[config.mk]
export PLATFORM = sky130hd
export DESIGN_NAME = delta_list_timer_queue
export DESIGN_NICKNAME = d
export VERILOG_FILES = /design/src/hw/rtl/dltq_pkg.sv /design/src/hw/rtl/dltq_ctrl.sv /design/src/hw/rtl/dltq_dp.sv /design/src/hw/rtl/delta_list_timer_queue.sv
export SDC_FILE = /design/constraint.sdc
export NUM_CORES = 2
export LEC_CHECK = 0
export ABC_AREA = 1
export CORE_MARGIN = 3
export CORE_UTILIZATION = 30
export CTS_BUF_LIST = sky130_fd_sc_hd__clkbuf_16
export DETAILED_ROUTE_END_ITERATION = 12
export DONT_BUFFER_PORTS = 1
export PLACE_DENSITY_LB_ADDON = 0.2
export RECOVER_POWER = 100
export SLEW_MARGIN = 5
export SYNTH_ARGS = -nofsm -noshare
export SYNTH_HDL_FRONTEND = slang
export SYNTH_SLANG_ARGS = --single-unit
[constraint.sdc]
create_clock -name clk_i -period 4.55 [get_ports clk_i]
set_clock_uncertainty 0.2 [all_clocks]
set_input_delay 0.455 -clock clk_i [delete_from_list [all_inputs] [get_ports clk_i]]
set_output_delay 0.455 -clock clk_i [all_outputs]
set_load 0.05 [all_outputs]
[src/hw/rtl/dltq_pkg.sv]
`default_nettype none

package dltq_pkg;

  // List geometry
  localparam int unsigned DEPTH = 16;
  localparam int unsigned IDX_W = $clog2(DEPTH);
  localparam int unsigned CNT_W = $clog2(DEPTH + 1);

  // Field widths
  localparam int unsigned DELAY_W = 16;
  localparam int unsigned DEST_W  = 4;
  localparam int unsigned TAG_W   = 8;
  localparam int unsigned KIND_W  = 2;

  // Input opcodes
  localparam logic OP_TICK   = 1'b0;
  localparam logic OP_INSERT = 1'b1;

  // Result kinds
  typedef enum logic [KIND_W-1:0] {
    KIND_EXPIRED = 2'd0,
    KIND_ACCEPT  = 2'd1,
    KIND_REJECT  = 2'd2
  } kind_e;

  // Controller to datapath
  typedef struct packed {
    logic  load;       // capture the input transaction
    logic  walk_step;  // subtract one delta, advance position
    logic  place;      // insert the new entry at the walk position
    logic  dec;        // decrement head delta
    logic  pop;        // drop head entry
    logic  out_load;   // load the result register
    kind_e out_kind;
  } cmd_t;

  // Datapath to controller
  typedef struct packed {
    logic full;
    logic empty;
    logic walk_more;   // walk must pass the current entry
    logic head_zero;   // head entry present and expired
    logic next_zero;   // second entry present and expires with the head
  } status_t;

endpackage

`default_nettype wire

[src/hw/rtl/dltq_ctrl.sv]
`default_nettype none

module dltq_ctrl (
  input  wire logic              clk_i,
  input  wire logic              rst_ni,
  input  wire logic              in_valid_i,
  output logic                   in_stall_o,
  input  wire logic              opcode_i,
  output logic                   out_valid_o,
  input  wire logic              out_stall_i,
  input  wire dltq_pkg::status_t sts_i,
  output dltq_pkg::cmd_t         cmd_o
);

  typedef enum logic [5:0] {
    ST_IDLE   = 6'b000001,
    ST_WALK   = 6'b000010,
    ST_PLACE  = 6'b000100,
    ST_REJECT = 6'b001000,
    ST_DEC    = 6'b010000,
    ST_EMIT   = 6'b100000
  } state_e;

  state_e state_q, state_d;
  logic   out_valid_q, out_valid_d;
  logic   out_free;
  logic   in_accept;

  // Result register can take a new result this cycle
  assign out_free  = !out_valid_q || !out_stall_i;
  assign in_stall_o = (state_q != ST_IDLE);
  assign in_accept  = in_valid_i && (state_q == ST_IDLE);
  assign out_valid_o = out_valid_q;

  // Next state and commands
  always_comb begin
    state_d = state_q;
    cmd_o   = '0;
    cmd_o.out_kind = dltq_pkg::KIND_EXPIRED;
    case (state_q)
      ST_IDLE: begin
        if (in_accept) begin
          cmd_o.load = 1'b1;
          if (opcode_i == dltq_pkg::OP_INSERT) begin
            state_d = sts_i.full ? ST_REJECT : ST_WALK;
          end else begin
            state_d = sts_i.empty ? ST_IDLE : ST_DEC;
          end
        end
      end
      ST_WALK: begin
        cmd_o.walk_step = sts_i.walk_more;
        if (!sts_i.walk_more) begin
          state_d = ST_PLACE;
        end
      end
      ST_PLACE: begin
        if (out_free) begin
          cmd_o.place    = 1'b1;
          cmd_o.out_load = 1'b1;
          cmd_o.out_kind = dltq_pkg::KIND_ACCEPT;
          state_d        = ST_IDLE;
        end
      end
      ST_REJECT: begin
        if (out_free) begin
          cmd_o.out_load = 1'b1;
          cmd_o.out_kind = dltq_pkg::KIND_REJECT;
          state_d        = ST_IDLE;
        end
      end
      ST_DEC: begin
        cmd_o.dec = 1'b1;
        state_d   = ST_EMIT;
      end
      ST_EMIT: begin
        if (!sts_i.head_zero) begin
          state_d = ST_IDLE;
        end else if (out_free) begin
          cmd_o.out_load = 1'b1;
          cmd_o.out_kind = dltq_pkg::KIND_EXPIRED;
          cmd_o.pop      = 1'b1;
          if (!sts_i.next_zero) begin
            state_d = ST_IDLE;
          end
        end
      end
      default: begin
        state_d = ST_IDLE;
      end
    endcase
  end

  // Result valid flag
  always_comb begin
    if (cmd_o.out_load) begin
      out_valid_d = 1'b1;
    end else if (out_stall_i) begin
      out_valid_d = out_valid_q;
    end else begin
      out_valid_d = 1'b0;
    end
  end

  always_ff @(posedge clk_i or negedge rst_ni) begin
    if (!rst_ni) begin
      state_q     <= ST_IDLE;
      out_valid_q <= 1'b0;
    end else begin
      state_q     <= state_d;
      out_valid_q <= out_valid_d;
    end
  end

endmodule

`default_nettype wire

[src/hw/rtl/dltq_dp.sv]
`default_nettype none

module dltq_dp (
  input  wire logic                                  clk_i,
  input  wire logic                                  rst_ni,
  input  wire logic [dltq_pkg::DELAY_W-1:0]          delay_i,
  input  wire logic [dltq_pkg::DEST_W-1:0]           dest_id_i,
  input  wire logic [dltq_pkg::TAG_W-1:0]            msg_tag_i,
  input  wire dltq_pkg::cmd_t                        cmd_i,
  output dltq_pkg::status_t                          sts_o,
  output logic [dltq_pkg::KIND_W-1:0]                kind_o,
  output logic [dltq_pkg::DEST_W-1:0]                out_dest_o,
  output logic [dltq_pkg::TAG_W-1:0]                 out_tag_o,
  output logic                                       last_o
);

  localparam int unsigned DEPTH   = dltq_pkg::DEPTH;
  localparam int unsigned IDX_W   = dltq_pkg::IDX_W;
  localparam int unsigned CNT_W   = dltq_pkg::CNT_W;
  localparam int unsigned DELAY_W = dltq_pkg::DELAY_W;
  localparam int unsigned DEST_W  = dltq_pkg::DEST_W;
  localparam int unsigned TAG_W   = dltq_pkg::TAG_W;

  // List cells
  logic [DELAY_W-1:0] delta_q [DEPTH];
  logic [DELAY_W-1:0] delta_d [DEPTH];
  logic [DEST_W-1:0]  edest_q [DEPTH];
  logic [DEST_W-1:0]  edest_d [DEPTH];
  logic [TAG_W-1:0]   etag_q  [DEPTH];
  logic [TAG_W-1:0]   etag_d  [DEPTH];
  logic [CNT_W-1:0]   count_q, count_d;

  // Working registers of the current transaction
  logic [DELAY_W-1:0] key_q, key_d;
  logic [IDX_W-1:0]   pos_q, pos_d;
  logic [DEST_W-1:0]  dest_q, dest_d;
  logic [TAG_W-1:0]   tag_q, tag_d;

  // Result register
  dltq_pkg::kind_e    kind_q, kind_d;
  logic [DEST_W-1:0]  odest_q, odest_d;
  logic [TAG_W-1:0]   otag_q, otag_d;
  logic               last_q, last_d;

  logic [DELAY_W-1:0] walk_delta;
  logic [DELAY_W-1:0] key_init;

  assign walk_delta = delta_q[pos_q];
  // Delivery on the (delay+1)-th tick, saturated at the field maximum
  assign key_init = (delay_i == '1) ? delay_i : delay_i + DELAY_W'(1);

  // Status
  assign sts_o.full      = (count_q == CNT_W'(DEPTH));
  assign sts_o.empty     = (count_q == '0);
  assign sts_o.walk_more = (CNT_W'(pos_q) < count_q) && (key_q >= walk_delta);
  assign sts_o.head_zero = (count_q != '0) && (delta_q[0] == '0);
  assign sts_o.next_zero = (count_q > CNT_W'(1)) && (delta_q[1] == '0);

  // Transaction capture and walk
  always_comb begin
    key_d  = key_q;
    pos_d  = pos_q;
    dest_d = dest_q;
    tag_d  = tag_q;
    if (cmd_i.load) begin
      key_d  = key_init;
      pos_d  = '0;
      dest_d = dest_id_i;
      tag_d  = msg_tag_i;
    end else if (cmd_i.walk_step) begin
      key_d = key_q - walk_delta;
      pos_d = pos_q + IDX_W'(1);
    end
  end

  // Cell updates: decrement head, pop head, or open a slot at pos_q
  always_comb begin
    for (int i = 0; i < DEPTH; i++) begin
      delta_d[i] = delta_q[i];
      edest_d[i] = edest_q[i];
      etag_d[i]  = etag_q[i];
      if (cmd_i.dec && i == 0) begin
        if (delta_q[0] != '0) begin
          delta_d[0] = delta_q[0] - DELAY_W'(1);
        end
      end else if (cmd_i.pop) begin
        if (i < DEPTH - 1) begin
          delta_d[i] = delta_q[i+1];
          edest_d[i] = edest_q[i+1];
          etag_d[i]  = etag_q[i+1];
        end
      end else if (cmd_i.place) begin
        if (IDX_W'(i) == pos_q) begin
          delta_d[i] = key_q;
          edest_d[i] = dest_q;
          etag_d[i]  = tag_q;
        end else if (i > 0 && IDX_W'(i) > pos_q) begin
          edest_d[i] = edest_q[i-1];
          etag_d[i]  = etag_q[i-1];
          // the entry right after the new one loses the new delta
          if (IDX_W'(i - 1) == pos_q) begin
            delta_d[i] = delta_q[i-1] - key_q;
          end else begin
            delta_d[i] = delta_q[i-1];
          end
        end
      end
    end
  end

  // Entry count
  always_comb begin
    count_d = count_q;
    if (cmd_i.place) begin
      count_d = count_q + CNT_W'(1);
    end else if (cmd_i.pop) begin
      count_d = count_q - CNT_W'(1);
    end
  end

  // Result payload
  always_comb begin
    kind_d  = kind_q;
    odest_d = odest_q;
    otag_d  = otag_q;
    last_d  = last_q;
    if (cmd_i.out_load) begin
      kind_d = cmd_i.out_kind;
      if (cmd_i.out_kind == dltq_pkg::KIND_EXPIRED) begin
        odest_d = edest_q[0];
        otag_d  = etag_q[0];
        last_d  = !sts_o.next_zero;
      end else begin
        odest_d = dest_q;
        otag_d  = tag_q;
        last_d  = 1'b1;
      end
    end
  end

  always_ff @(posedge clk_i or negedge rst_ni) begin
    if (!rst_ni) begin
      count_q <= '0;
    end else begin
      count_q <= count_d;
    end
  end

  always_ff @(posedge clk_i) begin
    key_q   <= key_d;
    pos_q   <= pos_d;
    dest_q  <= dest_d;
    tag_q   <= tag_d;
    kind_q  <= kind_d;
    odest_q <= odest_d;
    otag_q  <= otag_d;
    last_q  <= last_d;
    for (int i = 0; i < DEPTH; i++) begin
      delta_q[i] <= delta_d[i];
      edest_q[i] <= edest_d[i];
      etag_q[i]  <= etag_d[i];
    end
  end

  assign kind_o     = kind_q;
  assign out_dest_o = odest_q;
  assign out_tag_o  = otag_q;
  assign last_o     = last_q;

endmodule

`default_nettype wire

[src/hw/rtl/delta_list_timer_queue.sv]
// Delta-list timer queue holding up to 16 delayed messages sorted by expiry,
// each stored as a delay relative to the entry before it. An accepted insert
// (opcode 1) walks the list one entry per cycle and then places the message.
// The walk passes at most the 15 entries already stored. An insert to a full
// list is rejected. Every insert answers with exactly one result: accepted or
// rejected. A message inserted with delay d is delivered on the (d+1)-th tick
// after it (on the d-th for the largest delay); equal expiries keep
// insertion order. A tick (opcode 0) decrements the head and then delivers
// every expired message in list order, one result per cycle while the
// output is not stalled, with last set on the final one. A tick that
// expires nothing gives no result, and a tick on an empty list leaves it
// unchanged. A new result waits while the output register still holds a
// stalled one. One input transaction is worked on at a time; a finished
// result may wait in the output register while the next transaction is
// accepted.
`default_nettype none

module delta_list_timer_queue (
  input  wire logic                              clk_i,
  input  wire logic                              rst_ni,
  input  wire logic                              in_valid_i,
  output logic                                   in_stall_o,
  input  wire logic                              opcode_i,
  input  wire logic [dltq_pkg::DELAY_W-1:0]      delay_i,
  input  wire logic [dltq_pkg::DEST_W-1:0]       dest_id_i,
  input  wire logic [dltq_pkg::TAG_W-1:0]        msg_tag_i,
  output logic                                   out_valid_o,
  input  wire logic                              out_stall_i,
  output logic [dltq_pkg::KIND_W-1:0]            kind_o,
  output logic [dltq_pkg::DEST_W-1:0]            out_dest_o,
  output logic [dltq_pkg::TAG_W-1:0]             out_tag_o,
  output logic                                   last_o
);

  dltq_pkg::cmd_t    cmd;
  dltq_pkg::status_t sts;

  // Sequencer
  dltq_ctrl u_ctrl (
    .clk_i       (clk_i),
    .rst_ni      (rst_ni),
    .in_valid_i  (in_valid_i),
    .in_stall_o  (in_stall_o),
    .opcode_i    (opcode_i),
    .out_valid_o (out_valid_o),
    .out_stall_i (out_stall_i),
    .sts_i       (sts),
    .cmd_o       (cmd)
  );

  // List storage and result register
  dltq_dp u_dp (
    .clk_i      (clk_i),
    .rst_ni     (rst_ni),
    .delay_i    (delay_i),
    .dest_id_i  (dest_id_i),
    .msg_tag_i  (msg_tag_i),
    .cmd_i      (cmd),
    .sts_o      (sts),
    .kind_o     (kind_o),
    .out_dest_o (out_dest_o),
    .out_tag_o  (out_tag_o),
    .last_o     (last_o)
  );

endmodule

`default_nettype wire
==> qor.csv <==
metric;value;unit
total number of vias;47500;
commonest non-fill, non-tap cell in the layout;nand2_1;
post-route antenna net violation count;0;
DRC violation total after the first TritonRoute iteration;5229;
switching part of the total power;51.3;%
Crit Path Class;register to register;
hold_ws;0.0763;ns
Synth Net Count;7185;
R2R cell count;12;
cts repair resizes;0;
Max clock buf depth;3;
critical path depth;12;
number of synthesized flops with an enable pin;491;
Die ar.;157000;um^2
Worst-Margin Slew;2.12;ns
vias per cell;5.32;
largest net degree at the start of global routing;187;
Pins Over Slew Limit;136;
R2R setup slack;0.19;ns
die height;396;um
worst hold path class;input port to asynchronous set/reset pin;
first-pass GRT wire length;306;mm
Bufs and invs on worst path;4;
Worst R2R Start;u_dp.count_q[1];
Yosys cell types;49;
GRT Overall Usage;26.2;%
grt ovf;0;
leakage;23.4;nW
CP delay by family, top;simple AND/OR/NAND/NOR gates;
CTS sink count;511;
Setup Buffers After CTS;0;
Setup-failing EPs final;0;
crit path max fanout;62;
Core ar.;150000;um^2
WL/cell;23.8;um
Clock Power Share;18.7;%
part of the power in registers;22.2;%
critical path's largest stage delay;0.93;ns
Nets;7151;
Worst-path clk slew;0.06;ns
Pwr Density;605;nW/um^2
Peak supply drop;0.370;mV
total length of routed wires;213;mm
site row count;142;
worst rel slew slack;-41.4;%
RSZ-0062 raised after global routing;no;
cell area after synthesis;45700;um^2
Critical Path AT;4.56;ns
H-tree levels;3;
Root Buffer;clkbuf_16;
max frequency;0.229;GHz
Cells after Synth;6884;
Power Total;30.8;mW
Fin. Hold Viols;0;
crit path cell chain;inv_1 -> ha_1 -> nand2_1 -> nor2_1 -> inv_2 -> nand2_4 -> inv_1 -> nand3_1 -> clkbuf_4 -> nand2_2 -> nand2_1 -> a21oi_1;
DRC;0;
Clk Latency, worst-skew pair;0.68;ns
Gate power share;59.1;%
Primary FF master, synth;edfxtp_1;
Critical Path Source Type;register;
IO Pins;50;
vias in the first global route;44600;
Initial Util;30.3;%
setup TNS;0;ns
most frequent cells in the layout;nand2_1, inv_1, nor2_1, a21oi_1, o21ai_0;
Layout area overhead;11.5;%
initial antenna violation count;18;
failing checks;max-capacitance violations, max-slew violations;
Ys Warns;0;
asr flop ratio synth;2.35;%
number of CTS-inserted buffers;68;
status;finished, violations left;
FF+latch count, synth;511;
syn avg cell area;6.63;um^2
Psw;15.8;mW
input/output buffers;0;
Routability Congestion;0.953;
die width;396;um
CTS tree;yes;
Min Clock Period, post-route;4.36;ns
Crit. End Element;register;
fin crit share;95.8;%
CP required;4.75;ns
sequential fraction of the synthesis area;33.3;%
Slowest cell on crit path;clkbuf_4;
max cap viols;4;
Pint;15.0;mW
Post-DP HPWL;156;mm
fraction of layout cells with a size suffix above 1;4.62;%
DR pass1 iterations;6;
FF-to-FF End;u_dp.delta_q[3][10];
-- through the flow --
step	worst slack [ns]	instances	util, %	cell area (um^2)
after detailed placement	0.617	8762	32.2	48500
after floorplan	0.313	6884	-	45700
after global placement	0.573	8762	32.2	48500
after CTS	0.424	8919	34.0	51200
after global routing	0.0526	8922	33.8	50900
final	0.189	8922	33.8	50900
-- state kept, by name, indices dropped and copies added (netlist names), 5 cells and up, named ones only --
name            flops
u_ctrl.state_q      6
u_dp.count_q        5
u_dp.delta_q      256
u_dp.edest_q       64
u_dp.etag_q       128
u_dp.key_q         16
u_dp.out_tag_o      8
u_dp.tag_q          8
-- worst register-to-register path: stages, from the launching register on --
cell,delay [ns]
dfrtp_1,0.43
inv_1,0.13
ha_1,0.20
nand2_1,0.09
nor2_1,0.28
inv_2,0.10
nand2_4,0.10
inv_1,0.05
nand3_1,0.37
clkbuf_4,0.93
nand2_2,0.80
nand2_1,0.32
a21oi_1,0.09
-- area by class of cell --
cell class                      count  area, um^2
Fill cell                       16600       99600
Tap cell                         2016        2520
Sequential cell                   511       15200
Antenna cell                        3        7.51
Inverter                          976        3660
Multi-Input combinational cell   5095       25600
Timing Repair Buffer              198        1590
Clock inverter                     52         526
Clock buffer                       71        1780
-- power by group through the flow --
stage / clock [mW] / sequential, mW / combinational [mW]
after detailed placement: 0 / 6.89 / 17.8
final: 5.78 / 6.84 / 18.2
after floorplan: 0 / 6.58 / 11.8
after CTS: 5.87 / 6.80 / 18.0
after global routing: 6.02 / 6.86 / 20.2
after global placement: 0 / 6.90 / 17.7
-- logic make-up (layout without fill, tap and decap cells) --
logic type / Yosys count / in the layout / synth area share (%)
DFF: 511 / 511 / 33.3
other: 0 / 3 / 0
buffers and inverters: 1278 / 1297 / 11.0
adders and majority gates: 268 / 268 / 7.61
and+or+nand+nor: 3368 / 3368 / 30.0
AOI/OAI and AO/OA: 1372 / 1372 / 16.4
muxes: 1 / 1 / 0.0219
xor gates and xnor gates: 86 / 86 / 1.65
-- how the worst max path moves through the flow --
stage | start | slack, ns | end
after detailed placement | register | 0.62 | u_dp.key_q[0]
after global placement | register | 0.57 | u_dp.key_q[3]
after floorplan | u_ctrl.out_valid_o | 0.31 | u_dp.delta_q[1][0]
after global routing | u_dp.count_q[1] | 0.05 | u_dp.delta_q[3][10]
after CTS | register | 0.42 | u_dp.key_q[7]
final | u_dp.count_q[1] | 0.19 | u_dp.delta_q[3][10]
-- what timing repair did --
action / 4_1_cts / 5_1_grt
setup endpoints to repair: 0 / 0
endpoints found under the hold margin: 45 / 0
hold buffers: 34 / 0
-- per-layer routing --
| layer | vias to the layer above | GRT usage, % | wire length (um) |
|---|---|---|---|
| met5 | - | 0 | 35 |
| met4 | 4 | 10.6 | 9350 |
| met3 | 340 | 3.87 | 16500 |
| li1 | 22600 | - | - |
| met1 | 22600 | 35.3 | 91100 |
| met2 | 1894 | 42.1 | 95500 |
-- synth_stat cells (4+ instances only) --
cell type,number,area share (%)
clkbuf_1,178,1.5
o21ai_0,479,5.2
ha_1,252,6.9
nor2_4,4,0.099
dfxtp_1,8,0.35
buf_2,81,0.89
buf_1,13,0.11
o221ai_1,24,0.46
nand3_1,458,5.0
a21oi_1,525,5.8
clkinv_1,5,0.041
inv_2,9,0.074
fa_1,16,0.70
xnor2_1,24,0.46
dfrtp_1,11,0.60
a31oi_1,158,2.2
o211ai_1,86,1.4
nor2_1,661,5.4
o21ai_1,29,0.32
o31ai_1,5,0.082
o21bai_1,19,0.31
or2_2,14,0.19
buf_4,26,0.43
o22ai_1,31,0.42
nor2_2,12,0.16
nand3b_1,24,0.39
nand4_1,71,0.97
edfxtp_1,491,32
nor3_1,14,0.15
and2_1,13,0.18
xor2_1,62,1.2
nand2_1,2082,17
a21o_1,4,0.066
o21a_1,10,0.16
inv_1,962,7.9
Power figures use the tool's default switching activity.
